[src/hw/rtl/thwbd_pkg.sv]
// Shared constants and controller/datapath interface types for the burst detector.
package thwbd_pkg;

    // Default widths of the window state.
    localparam int TIME_BITS_DEF  = 32;
    localparam int COUNT_BITS_DEF = 16;

    // Fixed widths of the port fields.
    localparam int EVENT_TIME_BITS = 32;
    localparam int PERIOD_BITS     = 32;
    localparam int THRESHOLD_BITS  = 16;
    localparam int CFG_INDEX_BITS  = 2;
    localparam int CFG_DATA_BITS   = 32;

    // Register indexes of the configuration port.
    localparam logic [CFG_INDEX_BITS-1:0] REG_WINDOW_PERIOD   = 2'd0;
    localparam logic [CFG_INDEX_BITS-1:0] REG_BURST_THRESHOLD = 2'd1;

    // Item kinds.
    localparam logic KIND_RECORD = 1'b0;
    localparam logic KIND_CLEAR  = 1'b1;

    // Commands from the controller to the datapath.
    typedef struct packed {
        logic load;      // capture an accepted input beat
        logic step;      // advance the window bound by one period and compare
        logic div_step;  // one bit of the remainder computation
        logic update;    // commit the window state and load the result
    } thwbd_cmd_t;

    // Status from the datapath to the controller.
    typedef struct packed {
        logic gt_now;    // timestamp lies past the bound being formed this cycle
    } thwbd_status_t;

endpackage

[src/hw/rtl/thwbd_datapath.sv]
// Datapath: configuration registers, window state, bound compare and remainder unit.
module thwbd_datapath
    import thwbd_pkg::*;
#(
    parameter int TIME_BITS  = TIME_BITS_DEF,
    parameter int COUNT_BITS = COUNT_BITS_DEF
) (
    input  logic                       aclk,
    input  logic                       aresetn,
    input  logic                       cfg_valid,
    input  logic [CFG_INDEX_BITS-1:0]  cfg_index,
    input  logic [CFG_DATA_BITS-1:0]   cfg_data,
    input  logic                       s_kind,
    input  logic [EVENT_TIME_BITS-1:0] s_event_time,
    input  thwbd_cmd_t                 cmd,
    output thwbd_status_t              status,
    output logic                       m_burst
);

    localparam int AW = TIME_BITS + 2;
    localparam int SW = (COUNT_BITS + 1 > THRESHOLD_BITS) ? COUNT_BITS + 1 : THRESHOLD_BITS;

    logic [PERIOD_BITS-1:0]    period_reg;
    logic [THRESHOLD_BITS-1:0] threshold_reg;

    logic [TIME_BITS-1:0]  base_reg;
    logic [COUNT_BITS-1:0] first_reg;
    logic [COUNT_BITS-1:0] second_reg;

    logic                  kind_reg;
    logic [TIME_BITS-1:0]  t_reg;
    logic [TIME_BITS-1:0]  p_reg;
    logic [AW-1:0]         acc_reg;
    logic [2:0]            flags_reg;
    logic [TIME_BITS-1:0]  dq_reg;
    logic [TIME_BITS-1:0]  rem_reg;
    logic                  burst_reg;

    logic [TIME_BITS-1:0]  t_in;
    logic [TIME_BITS-1:0]  p_in;
    logic [TIME_BITS-1:0]  p_eff;
    logic [AW-1:0]         acc_sum;
    logic [TIME_BITS:0]    rem_sh;
    logic [TIME_BITS:0]    rem_sub;
    logic [TIME_BITS-1:0]  base_next;
    logic [COUNT_BITS-1:0] first_next;
    logic [COUNT_BITS-1:0] second_next;
    logic [COUNT_BITS-1:0] first_inc;
    logic [COUNT_BITS-1:0] second_inc;
    logic [COUNT_BITS:0]   count_sum;
    logic                  burst_next;

    // Configuration registers; the port never stalls.
    always_ff @(posedge aclk) begin
        if (!aresetn) begin
            period_reg    <= PERIOD_BITS'(1);
            threshold_reg <= '0;
        end else if (cfg_valid) begin
            if (cfg_index == REG_WINDOW_PERIOD) begin
                period_reg <= cfg_data;
            end else if (cfg_index == REG_BURST_THRESHOLD) begin
                threshold_reg <= cfg_data[THRESHOLD_BITS-1:0];
            end
        end
    end

    // Input timestamp and period at the state width; a zero period acts as one.
    assign t_in  = TIME_BITS'(s_event_time);
    assign p_in  = TIME_BITS'(period_reg);
    assign p_eff = (p_in == '0) ? TIME_BITS'(1) : p_in;

    // Window bound base + k * period, formed wide so it never wraps.
    assign acc_sum       = acc_reg + AW'(p_reg);
    assign status.gt_now = (AW'(t_reg) > acc_sum);

    // One restoring step of the remainder of the timestamp by the period.
    assign rem_sh  = {rem_reg, dq_reg[TIME_BITS-1]};
    assign rem_sub = rem_sh - {1'b0, p_reg};

    // Saturating increments of the two half counts.
    assign first_inc  = (first_reg == '1) ? first_reg : first_reg + COUNT_BITS'(1);
    assign second_inc = (second_reg == '1) ? second_reg : second_reg + COUNT_BITS'(1);

    // Next window state. The compare flags hold, from oldest to newest,
    // past one, two and three periods after the base.
    always_comb begin
        base_next   = base_reg;
        first_next  = first_reg;
        second_next = second_reg;
        if (kind_reg == KIND_CLEAR) begin
            base_next   = '0;
            first_next  = '0;
            second_next = '0;
        end else if (flags_reg[0]) begin
            // Restart: base floored to a multiple of the period.
            base_next   = t_reg - rem_reg;
            first_next  = COUNT_BITS'(1);
            second_next = '0;
        end else if (flags_reg[1]) begin
            // Slide by one period.
            base_next   = base_reg + p_reg;
            first_next  = second_reg;
            second_next = COUNT_BITS'(1);
        end else if (flags_reg[2]) begin
            second_next = second_inc;
        end else begin
            first_next = first_inc;
        end
    end

    assign count_sum  = {1'b0, first_next} + {1'b0, second_next};
    assign burst_next = (kind_reg == KIND_RECORD) && (SW'(count_sum) > SW'(threshold_reg));

    // Window state.
    always_ff @(posedge aclk) begin
        if (!aresetn) begin
            base_reg   <= '0;
            first_reg  <= '0;
            second_reg <= '0;
        end else if (cmd.update) begin
            base_reg   <= base_next;
            first_reg  <= first_next;
            second_reg <= second_next;
        end
    end

    // Working registers of the item in flight.
    always_ff @(posedge aclk) begin
        if (cmd.load) begin
            kind_reg  <= s_kind;
            t_reg     <= t_in;
            p_reg     <= p_eff;
            acc_reg   <= AW'(base_reg);
            flags_reg <= '0;
            dq_reg    <= t_in;
            rem_reg   <= '0;
        end else begin
            if (cmd.step) begin
                acc_reg   <= acc_sum;
                flags_reg <= {flags_reg[1:0], status.gt_now};
            end
            if (cmd.div_step) begin
                dq_reg <= dq_reg << 1;
                if (!rem_sub[TIME_BITS]) begin
                    rem_reg <= rem_sub[TIME_BITS-1:0];
                end else begin
                    rem_reg <= rem_sh[TIME_BITS-1:0];
                end
            end
        end
    end

    // Result register.
    always_ff @(posedge aclk) begin
        if (cmd.update) begin
            burst_reg <= burst_next;
        end
    end

    assign m_burst = burst_reg;

endmodule

[src/hw/rtl/thwbd_controller.sv]
// Controller: sequences the compare steps, the remainder loop and the result handshake.
module thwbd_controller
    import thwbd_pkg::*;
#(
    parameter int TIME_BITS = TIME_BITS_DEF
) (
    input  logic          aclk,
    input  logic          aresetn,
    input  logic          s_valid,
    output logic          s_ready,
    input  logic          s_kind,
    output logic          m_valid,
    input  logic          m_ready,
    input  thwbd_status_t status,
    output thwbd_cmd_t    cmd
);

    localparam int CW = $clog2(TIME_BITS);

    localparam logic [2:0] ST_IDLE = 3'd0;
    localparam logic [2:0] ST_CMP1 = 3'd1;
    localparam logic [2:0] ST_CMP2 = 3'd2;
    localparam logic [2:0] ST_CMP3 = 3'd3;
    localparam logic [2:0] ST_DIV  = 3'd4;
    localparam logic [2:0] ST_UPD  = 3'd5;

    logic [2:0]    state_reg;
    logic [2:0]    state_next;
    logic [CW-1:0] cnt_reg;
    logic [CW-1:0] cnt_next;
    logic          m_valid_reg;
    logic          m_valid_next;

    // Next state and commands.
    always_comb begin
        state_next   = state_reg;
        cnt_next     = cnt_reg;
        cmd          = '0;
        s_ready      = 1'b0;
        m_valid_next = m_valid_reg && !m_ready;
        unique case (state_reg)
            ST_IDLE: begin
                s_ready = 1'b1;
                if (s_valid) begin
                    cmd.load   = 1'b1;
                    state_next = (s_kind == KIND_CLEAR) ? ST_UPD : ST_CMP1;
                end
            end
            ST_CMP1: begin
                cmd.step   = 1'b1;
                state_next = ST_CMP2;
            end
            ST_CMP2: begin
                cmd.step   = 1'b1;
                state_next = ST_CMP3;
            end
            ST_CMP3: begin
                // Past three periods: the new base needs the remainder.
                cmd.step   = 1'b1;
                cnt_next   = '0;
                state_next = status.gt_now ? ST_DIV : ST_UPD;
            end
            ST_DIV: begin
                cmd.div_step = 1'b1;
                if (cnt_reg == CW'(TIME_BITS - 1)) begin
                    state_next = ST_UPD;
                end else begin
                    cnt_next = cnt_reg + CW'(1);
                end
            end
            ST_UPD: begin
                // Commit only once the result register is free.
                if (!m_valid_reg || m_ready) begin
                    cmd.update   = 1'b1;
                    m_valid_next = 1'b1;
                    state_next   = ST_IDLE;
                end
            end
            default: begin
                state_next = ST_IDLE;
            end
        endcase
    end

    // State registers.
    always_ff @(posedge aclk) begin
        if (!aresetn) begin
            state_reg   <= ST_IDLE;
            cnt_reg     <= '0;
            m_valid_reg <= 1'b0;
        end else begin
            state_reg   <= state_next;
            cnt_reg     <= cnt_next;
            m_valid_reg <= m_valid_next;
        end
    end

    assign m_valid = m_valid_reg;

endmodule

[src/hw/rtl/two_half_window_burst_detector_core.sv]
// Record beat to result: CMP1, CMP2, CMP3 and UPD, with DIV before UPD on a restart.
// The restart path runs a bit-serial remainder of the timestamp by the period.
// Clear beat to result: UPD only, which waits for a free result register.
// One item is in flight; the next beat is taken once the result is loaded.
// Synchronous active-low reset clears the window, sets period 1 and threshold 0.
// Top level: burst detector over a two-half sliding window.
module two_half_window_burst_detector_core
    import thwbd_pkg::*;
#(
    parameter int TIME_BITS  = TIME_BITS_DEF,
    parameter int COUNT_BITS = COUNT_BITS_DEF
) (
    input  logic                       aclk,
    input  logic                       aresetn,
    input  logic                       cfg_valid,
    output logic                       cfg_ready,
    input  logic [CFG_INDEX_BITS-1:0]  cfg_index,
    input  logic [CFG_DATA_BITS-1:0]   cfg_data,
    input  logic                       s_valid,
    output logic                       s_ready,
    input  logic                       s_kind,
    input  logic [EVENT_TIME_BITS-1:0] s_event_time,
    output logic                       m_valid,
    input  logic                       m_ready,
    output logic                       m_burst
);

    thwbd_cmd_t    cmd;
    thwbd_status_t status;

    // Configuration writes are always taken.
    assign cfg_ready = 1'b1;

    // Sequencer.
    thwbd_controller #(
        .TIME_BITS (TIME_BITS)
    ) u_ctrl (
        .aclk    (aclk),
        .aresetn (aresetn),
        .s_valid (s_valid),
        .s_ready (s_ready),
        .s_kind  (s_kind),
        .m_valid (m_valid),
        .m_ready (m_ready),
        .status  (status),
        .cmd     (cmd)
    );

    // Datapath.
    thwbd_datapath #(
        .TIME_BITS  (TIME_BITS),
        .COUNT_BITS (COUNT_BITS)
    ) u_dp (
        .aclk         (aclk),
        .aresetn      (aresetn),
        .cfg_valid    (cfg_valid),
        .cfg_index    (cfg_index),
        .cfg_data     (cfg_data),
        .s_kind       (s_kind),
        .s_event_time (s_event_time),
        .cmd          (cmd),
        .status       (status),
        .m_burst      (m_burst)
    );

endmodule

[config.mk]
export PLATFORM = sky130hd
export DESIGN_NAME = two_half_window_burst_detector_core
export DESIGN_NICKNAME = d
export VERILOG_FILES = /design/src/hw/rtl/thwbd_pkg.sv /design/src/hw/rtl/thwbd_datapath.sv /design/src/hw/rtl/thwbd_controller.sv /design/src/hw/rtl/two_half_window_burst_detector_core.sv
export SDC_FILE = /design/constraint.sdc
export NUM_CORES = 1
export LEC_CHECK = 0
export BUFFER_PORTS_ARGS = -buffer_cell sky130_fd_sc_hd__clkbuf_2
export CELL_PAD_IN_SITES_DETAIL_PLACEMENT = 1
export CELL_PAD_IN_SITES_GLOBAL_PLACEMENT = 1
export CORE_MARGIN = 1.5
export CORE_UTILIZATION = 50
export CTS_BUF_LIST = sky130_fd_sc_hd__clkbuf_16
export CTS_CLUSTER_DIAMETER = 40
export DETAILED_ROUTE_END_ITERATION = 10
export GPL_TIMING_DRIVEN = 0
export MAX_ROUTING_LAYER = met4
export PLACE_DENSITY = 0.84
export SETUP_SLACK_MARGIN = 0.5
export SLEW_MARGIN = 15
export SYNTH_ARGS = -nofsm -noshare
export SYNTH_HDL_FRONTEND = slang
export SYNTH_SLANG_ARGS = --single-unit
[constraint.sdc]
create_clock -name aclk -period 10.9 [get_ports aclk]
set_input_delay 1.635 -clock aclk [delete_from_list [all_inputs] [get_ports aclk]]
set_output_delay 1.635 -clock aclk [all_outputs]
set_load 0.02 [all_outputs]
==> summary.txt <==
Timing
  • Setup TNS: 0 ns
  • # setup viols final: 0
  • Rel. slew slack: 0.256
  • RSZ-0062 raised after global routing: no
  • Final Cycle Share: 0.585
  • Final Hold Viols: 0
  • Count of pins over their slew limit: 0
  • Setup ws final: ~4.5 ns
  • Worst-margin pin slew: 1.09 ns
  • FMAX: 157 MHz
  • Fin crit period: 6.37 ns
  • Setup Skew: about 0.019 ns

Worst setup path
  • Max stage delay on crit path: 0.59 ns
  • CP arrival: approximately 6.7 ns
  • Worst-path fanout max: 6
  • Crit-path leading delay family: compound AO/OA/AOI/OAI gates
  • Worst path bufs/invs: 0
  • CP startpoint kind: flop
  • Most Frequent Cell on Critical Path: a21oi_1
  • CP max-delay cell: o41ai_1
  • Endpoint class of the critical path: flop
  • Crit path kind: reg -> reg
  • Worst EP required: 11.19 ns

Clock network
  • Clock latency on the worst-skew pair: 0.60 ns
  • Clock-pin transition on the worst setup and hold timing paths: 0.06 ns
  • Sinks on Clock Net: between 200 and 300
  • H-Tree Depth: 2
  • Post-CTS sizing: 0
  • Hold-fix buffers at CTS: 0
  • Post-CTS setup buffer count: 0
  • Clock Tree Buf Depth: 3
  • CTS root buf: clkbuf_16
  • CTS tree: built
  • CTS Buf Count: 52

GRT
  • Total gr overflow: 0
  • Number of global-route vias before repair: just under 20000
  • First-pass GRT wire length: 113 mm
  • Global Route Usage Sum: 0.365
  • Pin count of the biggest net entering global routing: 41
  • Initial antenna violation count: 2

Yosys
  • Yosys warning total: 0
  • Synth Area in Adders: 0.127
  • Largest family of logic cells by synthesized area: compound AO/OA/AOI/OAI gates
  • Number of flops mapped to enable cells by yosys: 130
  • Library cells used by synthesis: 86
  • Synth Area in XOR/XNOR: 0.0639
  • Syn_nets: 2632
  • Sequential element share of the synthesized area: 0.355
  • Cell area after synthesis: ~20000 sq um
  • Post-Synth Simple-Gate Area: 0.178
  • Asr flop ratio synth: 0
  • Synthesized instance count: 2361
  • Area leader, netlist: edfxtp_1
  • Top cell type's share of synthesized area: 0.196
  • Syn avg cell area: roughly 8.4 sq um
  • Largest cells by area after synthesis: edfxtp_1, dfxtp_1, ha_1
  • Ys flop type: dfxtp_1
  • Compound-cell area share of the yosys netlist: 0.221
  • #FFs+latches synth: approximately 290
  • Post-synthesis mux area share: 0.00516

Cells and area
  • Max FFs per register: 34
  • Most common cell after layout, fill and taps aside: nand2_1
  • Most frequent cells in the layout: nand2_1, a21oi_1, ha_1
  • Cell area after layout: 22800 sq um
  • Layout Cells excl Fill: between 3000 and 4000
  • Nets: 2763
  • # fillers: 4719
  • Area Growth Syn to Fin: 14.5%
  • Proportion of layout cells with a drive suffix above 1: 0.0923

Place
  • Post-Place Cells: 2956
  • Pre-CTS WS: ~4.7 ns
  • Hpwl dp: between 50 and 60 mm
  • # port buffers: between 70 and 80
  • Cell Area, Placed: 21000 sq um
  • Routability congestion estimate: 0.968

Die
  • Die height: between 200 and 250 um
  • Cell Rows: 72
  • Initial core utilization: 0.511
  • Ports: 76
  • CORE AREA: 38900 sq um
  • Die ar.: 41000 sq um
  • Die width: 202 um

Detailed routing
  • DR vias: 18856
  • Drt pass-1 iters: 5
  • DRC errors left: 0
  • Routed wire per std cell: between 20 and 25 um
  • Initial detailed-routing violation count: 1191
  • Via density: 6.17
  • Total Wirelength: slightly above 70 mm
  • Detail Route Antenna Nets: 0

Power
  • LEAKAGE: 0.00905 uW
  • Maximum VDD drop: about 0.12 mV
  • Power per cell area: 243 nW/um^2

Worst hold path
  • HP Class: reg -> reg

Run status
  • Outcome: completed

Run
  • Max cap viols: 0
synthesized netlist by cell type (30+ instances only):
| master | count |
|---|---|
| nand2_1 | 374 |
| a21oi_1 | 229 |
| ha_1 | 194 |
| nor2_1 | 173 |
| dfxtp_1 | 158 |
| o21ai_0 | 132 |
| edfxtp_1 | 130 |
| inv_1 | 122 |
| clkbuf_1 | 98 |
| xnor2_1 | 73 |
| xor2_1 | 72 |
| nand3_1 | 55 |
| a21o_1 | 44 |
| nand4_1 | 35 |
| nor3_1 | 33 |
| nand2b_1 | 32 |
| o21a_1 | 30 |
power breakdown:
group / total (uW) / internal [uW] / switching, uW / leakage [uW]
Clock: 1670 / 1050 / 620 / 0.000886
Combinational: 2300 / 819 / 1480 / 0.00562
Sequential: 1560 / 1420 / 135 / 0.00254
metrics by stage:
stage                     hold WS (ns)   util  power, uW
after floorplan                  0.436      -       3040
after global placement           0.445  0.537       3630
after detailed placement         0.451  0.539       3780
after CTS                        0.459  0.585       5490
after global routing             0.483  0.585       5810
final                            0.458  0.585       5520
kinds of logic after synthesis:
group	after synthesis
compound gates	682
xor+xnor	145
fa+ha+maj	199
buf+inv	239
flops	288
mux	10
other cells	1
simple gates	797
worst paths after layout:
kind | from | depth (start not counted) | slack (ns) | to
setup / recovery | u_dp.first_reg[1]$_SDFFE_PN0P_ | 26 | 4.53 | u_dp.m_burst$_DFFE_PP_
setup reg to reg | u_dp.first_reg[1]$_SDFFE_PN0P_ | 26 | 4.53 | u_dp.m_burst$_DFFE_PP_
hold / removal | u_dp.threshold_reg[6]$_SDFFE_PN0P_ | 2 | 0.46 | u_dp.threshold_reg[6]$_SDFFE_PN0P_
hold reg to reg | u_dp.threshold_reg[6]$_SDFFE_PN0P_ | 2 | 0.46 | u_dp.threshold_reg[6]$_SDFFE_PN0P_
area by class of cell:
type                    count  area, sq um  share of cell area
plain buffers             116          512              0.0225
well taps                 518          648              0.0285
diodes                      2         5.00            0.000220
clock buffers              54         1350              0.0594
inverters                 123          462              0.0203
repair buffers             77          438              0.0192
multi-input cells        1834        11900               0.521
clock inverters            42          424              0.0186
flip-flops and latches    288         7070               0.310
routing by layer:
metal,global-route usage,wire length [um]
met4,0.208,4460
met3,0.0474,4110
met1,0.433,29400
met2,0.598,34200
met5,-,0
tightest hold or removal path: cells and delay by family (launching register included):
family	cells	cell delay, ns
AO/OA/AOI/OAI	1	0.05
AND/OR/NAND/NOR	1	0.05
flip-flops	1	0.31
Note: power is estimated with default switching activity, not from simulation.
